File: config.mk
export PLATFORM = sky130hd
export DESIGN_NAME = wildcard_byte_signature_scan_core
export DESIGN_NICKNAME = d
export VERILOG_FILES = /design/src/wbss_pkg.sv /design/src/wbss_cell.sv /design/src/wildcard_byte_signature_scan_core.sv
export SDC_FILE = /design/constraint.sdc
export NUM_CORES = 1
export LEC_CHECK = 0
export BUFFER_PORTS_ARGS = -buffer_cell sky130_fd_sc_hd__buf_4
export CAP_MARGIN = 20
export CORE_MARGIN = 2
export CORE_UTILIZATION = 45
export DETAILED_ROUTE_END_ITERATION = 10
export GPL_TIMING_DRIVEN = 0
export PLACE_DENSITY = 0.7
export SYNTH_ARGS = -nofsm -noshare
export SYNTH_HDL_FRONTEND = slang
export SYNTH_SLANG_ARGS = --single-unit
File: constraint.sdc
create_clock -name clk -period 27.6 [get_ports clk]
set_clock_uncertainty 0.1 [all_clocks]
set_input_delay 1.38 -clock clk [delete_from_list [all_inputs] [get_ports clk]]
set_output_delay 1.38 -clock clk [all_outputs]
set_load 0.05 [all_outputs]
File: src/wbss_pkg.sv
// Package for the wildcard byte signature scanner.
// Word types for both channels, register indexes and sizing constants.
// No dependencies.
package wbss_pkg;

    // history depth, one cell per byte
    localparam int PATTERN_MAX = 16;
    // signature bytes held by the two pattern registers
    localparam int SIG_BYTES   = 16;
    localparam int LEN_LIMIT   = (PATTERN_MAX < SIG_BYTES) ? PATTERN_MAX : SIG_BYTES;
    localparam int SIG_IDX_W   = $clog2(SIG_BYTES);
    localparam int FILL_W      = $clog2(PATTERN_MAX + 1);
    localparam int LEN_W       = 5;
    localparam int ADDR_W      = 32;
    localparam int CFG_IDX_W   = 3;
    localparam int CFG_DATA_W  = 64;

    // register indexes
    localparam logic [CFG_IDX_W-1:0] CFG_PAT_LO = 3'd0;
    localparam logic [CFG_IDX_W-1:0] CFG_PAT_HI = 3'd1;
    localparam logic [CFG_IDX_W-1:0] CFG_CARE   = 3'd2;
    localparam logic [CFG_IDX_W-1:0] CFG_LEN    = 3'd3;
    localparam logic [CFG_IDX_W-1:0] CFG_OFFSET = 3'd4;
    localparam logic [CFG_IDX_W-1:0] CFG_BASE   = 3'd5;
    localparam logic [CFG_IDX_W-1:0] CFG_MODE   = 3'd6;

    typedef struct packed {
        logic [7:0] data_byte;
        logic       region_first;
        logic       region_last;
    } in_word_t;

    typedef struct packed {
        logic              found;
        logic [ADDR_W-1:0] match_address;
    } out_word_t;

    // what one cell compares against
    typedef struct packed {
        logic [7:0] sig_byte;
        logic       care;
        logic       in_use;
    } cell_ref_t;

endpackage

File: src/wbss_cell.sv
// One history cell of the signature scanner: holds one byte of the window,
// passes it to the next cell on every accepted word and compares it.
// Depends on wbss_pkg.
module wbss_cell
    import wbss_pkg::*;
(
    input  logic       clk,
    input  logic       shift_en,
    input  logic [7:0] byte_in,
    input  cell_ref_t  ref_in,
    output logic [7:0] byte_out,
    output logic       ok
);

    logic [7:0] byte_reg;

    always_ff @(posedge clk)
    begin
        if (shift_en)
        begin
            byte_reg <= byte_in;
        end
    end

    assign byte_out = byte_reg;
    assign ok = !ref_in.in_use || !ref_in.care || (byte_reg == ref_in.sig_byte);

endmodule

File: src/wildcard_byte_signature_scan_core.sv
// Top level of the wildcard byte signature scanner: configuration registers,
// address/fill tracking, the row of history cells and the result register.
// Depends on wbss_pkg and wbss_cell.
//
//  channel | handshake            | payload
//  --------+----------------------+----------------------------
//  in      | in_valid / in_stall  | in_word  (in_word_t)
//  out     | out_valid / out_stall| out_word (out_word_t)
//  cfg     | cfg_valid / cfg_ready| cfg_index, cfg_data
//
// One byte word per cycle while in_stall is low. Two stages: the byte enters the cell row, then the
// row compares all positions at once and the match state updates.
// A result is registered on out after its last byte has passed the cell row and the stage B compare.
// in_stall is high only while a result sits in out and out_stall holds it.
// Reset sets configuration (length one), counters and valid flags; cell bytes and payload registers are not reset.
module wildcard_byte_signature_scan_core
    import wbss_pkg::*;
(
    input  logic                  clk,
    input  logic                  rst_n,
    input  logic                  in_valid,
    output logic                  in_stall,
    input  in_word_t              in_word,
    output logic                  out_valid,
    input  logic                  out_stall,
    output out_word_t             out_word,
    input  logic                  cfg_valid,
    output logic                  cfg_ready,
    input  logic [CFG_IDX_W-1:0]  cfg_index,
    input  logic [CFG_DATA_W-1:0] cfg_data
);

    localparam int CMP_W = (FILL_W > LEN_W) ? FILL_W : LEN_W;

    // configuration
    logic [63:0]        pat_lo_reg;
    logic [63:0]        pat_hi_reg;
    logic [15:0]        care_reg;
    logic [LEN_W-1:0]   len_reg;
    logic [ADDR_W-1:0]  offset_reg;
    logic [ADDR_W-1:0]  base_reg;
    logic               mode_reg;

    // scan state
    logic [ADDR_W-1:0]  cur_addr_reg, cur_addr_next;
    logic [FILL_W-1:0]  fill_reg, fill_next;
    logic               valid_b_reg, valid_b_next;
    logic               first_b_reg;
    logic               last_b_reg;
    logic [FILL_W-1:0]  fill_b_reg;
    logic [ADDR_W-1:0]  tag_b_reg;
    logic               seen_reg, seen_next;
    logic [ADDR_W-1:0]  res_reg, res_next;
    logic               out_valid_reg, out_valid_next;
    out_word_t          out_word_reg, out_word_next;

    logic               advance;
    logic               acc;
    logic [SIG_IDX_W-1:0] len_m1;
    logic [ADDR_W-1:0]  addr_a;
    logic [FILL_W-1:0]  fill_base;
    logic [FILL_W-1:0]  fill_inc;
    logic               hit;
    logic               seen_base;
    logic               take;
    logic               seen_new;
    logic [ADDR_W-1:0]  res_new;

    logic [7:0]         sig [SIG_BYTES];
    logic [7:0]         chain [PATTERN_MAX+1];
    logic [PATTERN_MAX-1:0] cell_ok;
    cell_ref_t          cell_ref [PATTERN_MAX];

    assign advance   = !(out_valid_reg && out_stall);
    assign acc       = in_valid && advance;
    assign in_stall  = !advance;
    assign cfg_ready = 1'b1;
    assign out_valid = out_valid_reg;
    assign out_word  = out_word_reg;

    // effective length minus one: zero reads as one, clamp at the limit
    always_comb
    begin
        if (len_reg == '0)
        begin
            len_m1 = '0;
        end
        else if (len_reg > LEN_W'(LEN_LIMIT))
        begin
            len_m1 = SIG_IDX_W'(LEN_LIMIT - 1);
        end
        else
        begin
            len_m1 = SIG_IDX_W'(len_reg - LEN_W'(1));
        end
    end

    // signature bytes, byte 0 in the low bits of the low register
    for (genvar j = 0; j < SIG_BYTES; j++)
    begin : g_sig
        if (j < 8)
        begin : g_lo
            assign sig[j] = pat_lo_reg[8*j +: 8];
        end
        else
        begin : g_hi
            assign sig[j] = pat_hi_reg[8*(j-8) +: 8];
        end
    end

    // cell k holds the byte that matches signature position len-1-k
    assign chain[0] = in_word.data_byte;
    for (genvar k = 0; k < PATTERN_MAX; k++)
    begin : g_cell
        if (k < LEN_LIMIT)
        begin : g_used
            logic [SIG_IDX_W-1:0] sel;
            assign sel = len_m1 - SIG_IDX_W'(k);
            assign cell_ref[k].in_use   = (len_m1 >= SIG_IDX_W'(k));
            assign cell_ref[k].sig_byte = sig[sel];
            assign cell_ref[k].care     = care_reg[sel];
        end
        else
        begin : g_unused
            assign cell_ref[k] = '{sig_byte: 8'h00, care: 1'b0, in_use: 1'b0};
        end

        wbss_cell u_cell (
            .clk      (clk),
            .shift_en (acc),
            .byte_in  (chain[k]),
            .ref_in   (cell_ref[k]),
            .byte_out (chain[k+1]),
            .ok       (cell_ok[k])
        );
    end

    // stage A: address and fill of the incoming byte
    always_comb
    begin
        addr_a        = in_word.region_first ? base_reg : cur_addr_reg;
        fill_base     = in_word.region_first ? '0 : fill_reg;
        fill_inc      = (fill_base == FILL_W'(PATTERN_MAX)) ? fill_base
                                                            : fill_base + FILL_W'(1);
        cur_addr_next = cur_addr_reg;
        fill_next     = fill_reg;
        if (acc)
        begin
            cur_addr_next = addr_a + ADDR_W'(1);
            fill_next     = in_word.region_last ? '0 : fill_inc;
        end
    end

    // stage B: window compare against the cell row
    always_comb
    begin
        hit       = (CMP_W'(fill_b_reg) > CMP_W'(len_m1)) && (&cell_ok);
        seen_base = seen_reg && !first_b_reg;
        take      = hit && (mode_reg || !seen_base);
        seen_new  = seen_base || hit;
        res_new   = take ? tag_b_reg : res_reg;

        valid_b_next   = advance ? in_valid : valid_b_reg;
        seen_next      = seen_reg;
        res_next       = res_reg;
        out_valid_next = out_valid_reg && out_stall;
        out_word_next  = out_word_reg;
        if (advance && valid_b_reg)
        begin
            seen_next = seen_new && !last_b_reg;
            res_next  = res_new;
            if (last_b_reg)
            begin
                out_valid_next               = 1'b1;
                out_word_next.found          = seen_new;
                // offset taken as it stands when the region ends
                out_word_next.match_address  = seen_new ? res_new + offset_reg : '0;
            end
        end
    end

    always_ff @(posedge clk or negedge rst_n)
    begin
        if (!rst_n)
        begin
            pat_lo_reg    <= '0;
            pat_hi_reg    <= '0;
            care_reg      <= '0;
            len_reg       <= LEN_W'(1);
            offset_reg    <= '0;
            base_reg      <= '0;
            mode_reg      <= 1'b0;
            cur_addr_reg  <= '0;
            fill_reg      <= '0;
            valid_b_reg   <= 1'b0;
            seen_reg      <= 1'b0;
            res_reg       <= '0;
            out_valid_reg <= 1'b0;
        end
        else
        begin
            if (cfg_valid)
            begin
                unique case (cfg_index)
                    CFG_PAT_LO: pat_lo_reg <= cfg_data;
                    CFG_PAT_HI: pat_hi_reg <= cfg_data;
                    CFG_CARE:   care_reg   <= cfg_data[15:0];
                    CFG_LEN:    len_reg    <= cfg_data[LEN_W-1:0];
                    CFG_OFFSET: offset_reg <= cfg_data[ADDR_W-1:0];
                    CFG_BASE:   base_reg   <= cfg_data[ADDR_W-1:0];
                    CFG_MODE:   mode_reg   <= cfg_data[0];
                    default:    ;
                endcase
            end
            cur_addr_reg  <= cur_addr_next;
            fill_reg      <= fill_next;
            valid_b_reg   <= valid_b_next;
            seen_reg      <= seen_next;
            res_reg       <= res_next;
            out_valid_reg <= out_valid_next;
        end
    end

    // payload registers
    always_ff @(posedge clk)
    begin
        if (acc)
        begin
            first_b_reg <= in_word.region_first;
            last_b_reg  <= in_word.region_last;
            fill_b_reg  <= fill_inc;
            // start of a match that ends on this byte, len-1 bytes back
            tag_b_reg   <= addr_a - ADDR_W'(len_m1);
        end
        out_word_reg <= out_word_next;
    end

    a_stall_only_when_full: assert property (@(posedge clk) disable iff (!rst_n)
        in_stall |-> (out_valid_reg && out_stall))
        else $error("input stalled without a held result");

    a_empty_result_zero: assert property (@(posedge clk) disable iff (!rst_n)
        (out_valid_reg && !out_word_reg.found) |-> (out_word_reg.match_address == '0))
        else $error("no match but nonzero address");

    a_result_from_last: assert property (@(posedge clk) disable iff (!rst_n)
        $rose(out_valid_reg) |-> $past(valid_b_reg && last_b_reg))
        else $error("result without a last byte");

    a_fill_bound: assert property (@(posedge clk) disable iff (!rst_n)
        fill_reg <= FILL_W'(PATTERN_MAX))
        else $error("fill count past history depth");

    a_seen_clears_after_last: assert property (@(posedge clk) disable iff (!rst_n)
        (advance && valid_b_reg && last_b_reg) |=> !seen_reg)
        else $error("match state kept across region end");

endmodule
==> flow_summary_export.csv, run 1 <==
group,metric,value,unit
run_status,status,"finished, final reports clean",
global_routing,antenna_found_initial,6,
final_layout,multi_input_area,17100,sq um
drt,ant_nets,0,
worst_setup_path,cp-start-kind,"flop",
power_and_ir_drop,p_per_area,125,nW/um^2
global_routing,grt_first_pass_wirelength,186000,microns
power_and_ir_drop,worst_ir_drop_vdd,0.0677,mV
drt,wl,133000,microns
power_and_ir_drop,power,4.42,mW
sta,tns,0,ps
sta,rsz0062_at_grt,"no",
worst_setup_path,worstPathRequired,27870,ps
run,maxCapViolations,0,
global_routing,grt_pass1_vias,24781,
clock_tree,cts_buffers,56,
die,pin_count,118,
clock_tree,cts_root_buf,"clkbuf_16",
final_layout,drive_above_1_share,0.230,
sta,report.final.slew_viol_count,0,
final_layout,area_growth,13.5,%
worst_setup_path,crit_top_cell,"clkbuf_1",
die,start_util,0.455,
worst_setup_path,crit_type,"reg2reg",
drt,vias,26038,
synthesis,synth_seq_cells,486,
die,row_count,96,
placed_design,dp_hpwl,105000,microns
synthesis,syn_inst,2701,
synthesis,ys_async_sr_fraction,0.588,
clock_tree,tritoncts,"built",
worst_setup_path,critPathMaxFanout,11,
drt,drtPass1Iterations,6,
sta,fmax,0.0667,GHz
synthesis,synthesis.area,31200,sq um
final_layout,fin_nets,3019,
sta,worst_pin_slew,1310,ps
final_layout,utilization,0.516,
sta,period_needed,14990,ps
die,core,68600,sq um
worst_setup_path,critPathSlowestCell,"o41ai_1",
clock_tree,cts_setup_buffers,0,
placed_design,place.gp.congestion,1.06,
clock_tree,clkLatencyLatePin,650,ps
power_and_ir_drop,p_leak,14.5,nW
synthesis,synth_top_flop_cell,"dfrtp_1",
synthesis,syn_area_per_cell,11.5,sq um
synthesis,yosysUniqueCellTypes,96,
global_routing,grt_usage,0.371,
worst_setup_path,slowest_delay,840,ps
worst_setup_path,arrival,15260,ps
worst_setup_path,worstSetupEndpointType,"flop",
global_routing,grt_max_degree,123,
die,die_area,71400,sq um
synthesis,synth-edff-count,200,
drt,post_drt_via_cell_ratio,6.73,
synthesis,ys_warn_count,0,
die,fp.dieW,267,microns
synthesis,synth.yosys.seq_area_share,0.422,
drt,avgRoutedWirePerCell,34.5,microns
final_layout,largest_register_ffs,128,
final_layout,n_fill_cell,6079,
synthesis,syn-num-nets,2830,
final_layout,regArea,13200,sq um
sta,slew_headroom,0.129,
die,fp.dieH,267,microns
placed_design,io_buffer_count,115,
clock_tree,cts_max_level,2,
drt,drtIter0Drc,3560,
sta,hold_viol_final,0,
clock_tree,hold_buffers,0,
hold_path,hold_class,"reg2reg",
sta,setup_viol,0,
sta,finalCritPeriodShare,0.543,
clock_tree,numClockSinks,486,
clock_tree,clkTransAtPathRegs,60,ps
drt,drc_errors,0,
clock_tree,clock_path_buffers,3,
global_routing,overflow,0,
clock_tree,post_cts_resized,0,
sta,hold_slack,357,ps
[report_power, final]
part,internal [mW],switching [mW]
Sequential,0.904,0.152
Combinational,0.956,1.63
Clock,0.459,0.327
Total,2.32,2.10
[cell usage after synthesis, types with 17 or more instances]
| cell | n | share of area |
|---|---|---|
| dfrtp_1 | 285 | 0.23 |
| mux2_2 | 258 | 0.093 |
| mux2i_1 | 234 | 0.075 |
| edfxtp_1 | 200 | 0.19 |
| nand2_1 | 173 | 0.021 |
| xor2_1 | 119 | 0.033 |
| mux4_2 | 96 | 0.069 |
| nor2_1 | 93 | 0.011 |
| o21ai_0 | 93 | 0.015 |
| clkbuf_1 | 87 | 0.010 |
| a21oi_1 | 81 | 0.013 |
| xnor2_1 | 81 | 0.023 |
| nand4_1 | 62 | 0.012 |
| nor3_1 | 54 | 0.0087 |
| a22oi_1 | 47 | 0.011 |
| ha_1 | 46 | 0.018 |
| and2_1 | 43 | 0.0086 |
| buf_2 | 42 | 0.0067 |
| inv_1 | 42 | 0.0051 |
| nand3_1 | 37 | 0.0059 |
| a211oi_1 | 31 | 0.0075 |
| mux2_1 | 30 | 0.011 |
| nor4_1 | 29 | 0.0058 |
| or3_1 | 29 | 0.0058 |
| and3_1 | 27 | 0.0054 |
| nand2b_1 | 20 | 0.0040 |
| a21o_1 | 17 | 0.0041 |
| a31oi_1 | 17 | 0.0034 |
| buf_1 | 17 | 0.0020 |
| o211ai_1 | 17 | 0.0041 |
[logic make-up after synthesis]
family / count (synthesis) / share of synthesized area
AND/OR/NAND/NOR: 639 / 0.108
multiplexers: 618 / 0.248
AO/OA/AOI/OAI: 490 / 0.112
flip-flops: 486 / 0.422
buffers and inverters: 214 / 0.0311
XOR/XNOR: 205 / 0.0595
adder cells (fa/ha/maj): 48 / 0.0194
other: 1 / 0.000120
[stage by stage]
| stage | setup slack, ps | cells | cell area (sq um) |
|---|---|---|---|
| after floorplan | 17780 | 2701 | 31200 |
| after global placement | 13300 | 3747 | 33200 |
| after detailed placement | 13230 | 3757 | 33400 |
| after CTS | 13160 | 3861 | 35300 |
| after global routing | 12380 | 3867 | 35400 |
| final | 12610 | 3868 | 35400 |
[critical path, delay by kind of cell (launching register included)]
kind / cells / cell delay, ps
compound gates: 13 / 4130
xor+xnor: 1 / 200
fa+ha+maj: 3 / 1000
buf+inv: 11 / 4820
flops: 1 / 610
mux: 3 / 1390
simple gates: 7 / 2420
[final timing paths]
check / cells past startpoint / endpoint / startpoint / slack (ps)
worst max-delay path: 38 / out_word[31] / len_reg[0] / 12610
worst min-delay path: 0 / g_cell[15].u_cell.byte_out[3] / g_cell[14].u_cell.byte_out[3] / 360
worst max register to register: 38 / out_word[31] / len_reg[0] / 12610
worst min register to register: 0 / g_cell[15].u_cell.byte_out[3] / g_cell[14].u_cell.byte_out[3] / 360
max in group asynchronous: 2 / pat_hi_reg[60] / rst_n / 25670
min in group asynchronous: 1 / offset_reg[21] / rst_n / 600
[layout make-up]
cell class / count / share of cell area
antenna: 1 / 0.0000707
buffer: 167 / 0.0224
clock buffer: 72 / 0.0433
clock inverter: 32 / 0.0112
inverter: 47 / 0.00516
multi-input combinational: 2001 / 0.482
sequential: 486 / 0.372
tap: 931 / 0.0329
timing repair buffer: 131 / 0.0309
[layout by cell type (no fill, tap or decap), drive strengths merged, types with 38 or more instances in the layout]
cell      n
o21ai    94
inv      47
mux4     96
nand4    63
xnor2    86
mux2i   234
xor2    119
nor2     94
and2     43
clkbuf  164
buf     206
a21oi    82
nand2   173
edfxtp  200
ha       46
a22oi    47
dfrtp   285
nor3     55
mux2    288
nand3    38
[layer usage]
layer	track usage	up-vias	share of wire
met5	0	-	0
met4	0.132	0	0.039
met3	0.121	228	0.12
met2	0.518	1596	0.41
met1	0.536	13448	0.43
li1	-	10766	-
No activity file was read; power rests on OpenSTA's default activity.
==> run 2: changes to the inputs <==
--- a/config.mk
+++ b/config.mk
@@ -11,7 +11,7 @@
 export CORE_UTILIZATION = 45
 export DETAILED_ROUTE_END_ITERATION = 10
 export GPL_TIMING_DRIVEN = 0
-export PLACE_DENSITY = 0.7
+export PLACE_DENSITY = 0.72
 export SYNTH_ARGS = -nofsm -noshare
 export SYNTH_HDL_FRONTEND = slang
 export SYNTH_SLANG_ARGS = --single-unit
==> constraint.sdc (replaced) <==
create_clock -name clk -period 12.2 [get_ports clk]
set_clock_uncertainty 0.1 [all_clocks]
set_input_delay 0.61 -clock clk [delete_from_list [all_inputs] [get_ports clk]]
set_output_delay 0.61 -clock clk [all_outputs]
set_load 0.05 [all_outputs]
==> run 2 against run 1 <==
Against the previous run: wire length decreased by 2.4%; final area increased by 0.40%; sequential power increased by 120%; core utilization increased by 0.21 points; critical path depth decreased by 5; clock power increased by 130%; critical path type unchanged; largest cell class unchanged; largest power group unchanged.
==> flow_summary_export.csv, run 2 (synthesis results as in run 1) <==
group,metric,value,unit
run_status,status,"finished, final reports clean",
drt,drtIter0Drc,4033,
worst_setup_path,ff2ff_setup_slack,300,ps
power_and_ir_drop,worst_ir_drop_vdd,0.129,mV
worst_setup_path,r2r-start,"len_reg[0]",
hold_path,hold_path_startpoint,"in_word[9]",
run,maxCapViolations,0,
die,fp.dieW,267,microns
hold_path,whs_path_depth,1,
clock_tree,clock_path_buffers,3,
power_and_ir_drop,p_int,5.30,mW
worst_setup_path,crit_type,"reg2reg",
die,pin_count,118,
final_layout,area_growth,13.9,%
drt,avgRoutedWirePerCell,33.7,microns
final_layout,n_fill_cell,6075,
clock_tree,tritoncts,"built",
worst_setup_path,slowest_delay,810,ps
sta,finalCritPeriodShare,0.975,
sta,worst_slack,303,ps
hold_path,hold_class,"in2reg",
die,start_util,0.455,
drt,drtPass1Iterations,6,
drt,vias,25696,
final_layout,fin_nets,3018,
power_and_ir_drop,swShare,0.472,
sta,hold_viol_final,0,
drt,wl,130000,microns
clock_tree,numClockSinks,486,
worst_setup_path,arrival,12150,ps
global_routing,overflow,0,
power_and_ir_drop,p_leak,14.5,nW
final_layout,largest_register_ffs,128,
final_layout,layout_common_cells,"285 x dfrtp_1, 258 x mux2_2, 234 x mux2i_1, 200 x edfxtp_1, 173 x nand2_1",
sta,rsz0062_at_grt,"no",
drt,drc_errors,0,
worst_setup_path,crit_top_cell,"buf_2",
power_and_ir_drop,combPwrFrac,0.583,
sta,setup_viol,0,
final_layout,drive_above_1_share,0.237,
clock_tree,clkTransAtPathRegs,60,ps
final_layout,layout_commonest_cell,"dfrtp_1",
die,die_area,71400,sq um
drt,ant_nets,0,
placed_design,pre_cts_slack,-1900,ps
power_and_ir_drop,switchingPower,4.73,mW
placed_design,io_buffer_count,115,
worst_setup_path,critPathMaxFanout,10,
global_routing,grt_pass1_vias,24688,
power_and_ir_drop,p_per_area,282,nW/um^2
hold_path,hold_end,"g_cell[0].u_cell.byte_out[7]",
worst_setup_path,worstSetupEndpointType,"flop",
die,core,68600,sq um
worst_setup_path,worstPathRequired,12450,ps
worst_setup_path,critPathSlowestCell,"clkbuf_1",
sta,slew_headroom,0.139,
global_routing,antenna_found_initial,4,
worst_setup_path,cp-start-kind,"flop",
sta,fmax,0.0841,GHz
power_and_ir_drop,power_frac_clock,0.180,
global_routing,grt_usage,0.362,
sta,worst_pin_slew,1280,ps
clock_tree,cts_max_level,2,
die,fp.dieH,267,microns
sta,report.final.slew_viol_count,0,
global_routing,grt_first_pass_wirelength,183000,microns
sta,period_needed,11900,ps
clock_tree,clkLatencyLatePin,650,ps
final_layout,utilization,0.518,
power_and_ir_drop,power_frac_seq,0.237,
drt,post_drt_via_cell_ratio,6.64,
worst_setup_path,rr_worst_depth,33,
placed_design,dp_hpwl,102000,microns
clock_tree,cts_root_buf,"clkbuf_16",
placed_design,place_area,33400,sq um
die,row_count,96,
clock_tree,cts_buffers,56,
worst_setup_path,regToRegEndpoint,"out_word[31]",
final_layout,design_area,35500,sq um
global_routing,grt_max_degree,110,
placed_design,place.gp.congestion,1.04,
run 2: layer usage:
| metal | global-route usage | wire (microns) | vias up |
|---|---|---|---|
| met3 | 0.128 | 16800 | 254 |
| met2 | 0.494 | 52200 | 1672 |
| li1 | - | - | 10753 |
| met4 | 0.149 | 6240 | 2 |
| met1 | 0.518 | 55000 | 13015 |
| met5 | 0 | 11 | - |
run 2: what timing repair did:
item | 4_1_cts | 5_1_grt
hold buffers | 1 | 0
setup buffers | 0 | 3
pin swaps | 0 | 2
hold endpoints to repair | 90 | 0
gates resized for setup | 17 | 13
setup endpoints to repair | 19 | 5
run 2: worst max-delay path by stage:
stage                     from            to
floorplan           len_reg[0]  out_word[29]
finish              len_reg[0]  out_word[31]
global route        len_reg[0]  out_word[31]
CTS                 len_reg[0]  out_word[31]
global placement    len_reg[0]  out_word[31]
detailed placement  len_reg[0]  out_word[31]
run 2: through the flow:
step	total power [mW]	hold slack, ps	TNS, ps	std cells
after floorplan	5.90	214	0	2701
after global placement	7.84	334	-10800	3747
after detailed placement	7.94	344	-12770	3758
after CTS	9.77	13.1	0	3863
after global routing	10.3	35.6	0	3868
final	10.0	42.9	0	3869
run 2: critical path, delay by kind of cell, from the launching register on:
kind            cells  cell delay, ps
buf+inv             7            2960
compound gates     12            4000
fa+ha+maj           2             770
mux                 2             550
simple gates        9            2330
xor+xnor            1             230
flops               1             610
run 2: power by group through the flow:
stage | logic [mW] | registers [mW] | clock network (mW)
2_1_floorplan | 3.62 | 2.29 | 0
3_3_place_gp | 5.46 | 2.38 | 0
3_5_place_dp | 5.55 | 2.39 | 0
4_1_cts | 5.59 | 2.36 | 1.82
5_1_grt | 6.04 | 2.41 | 1.88
6_report | 5.84 | 2.38 | 1.81
run 2: cell type report:
class | instances | area (sq um) | share of cell area
Tap cell | 931 | 1160 | 0.0328
Sequential cell | 486 | 13200 | 0.370
Multi-Input combinational cell | 2001 | 17100 | 0.482
Timing Repair Buffer | 132 | 1110 | 0.0313
Clock inverter | 31 | 393 | 0.0111
Inverter | 47 | 183 | 0.00514
Buffer | 165 | 815 | 0.0229
Antenna cell | 1 | 2.50 | 0.0000704
Clock buffer | 75 | 1560 | 0.0440
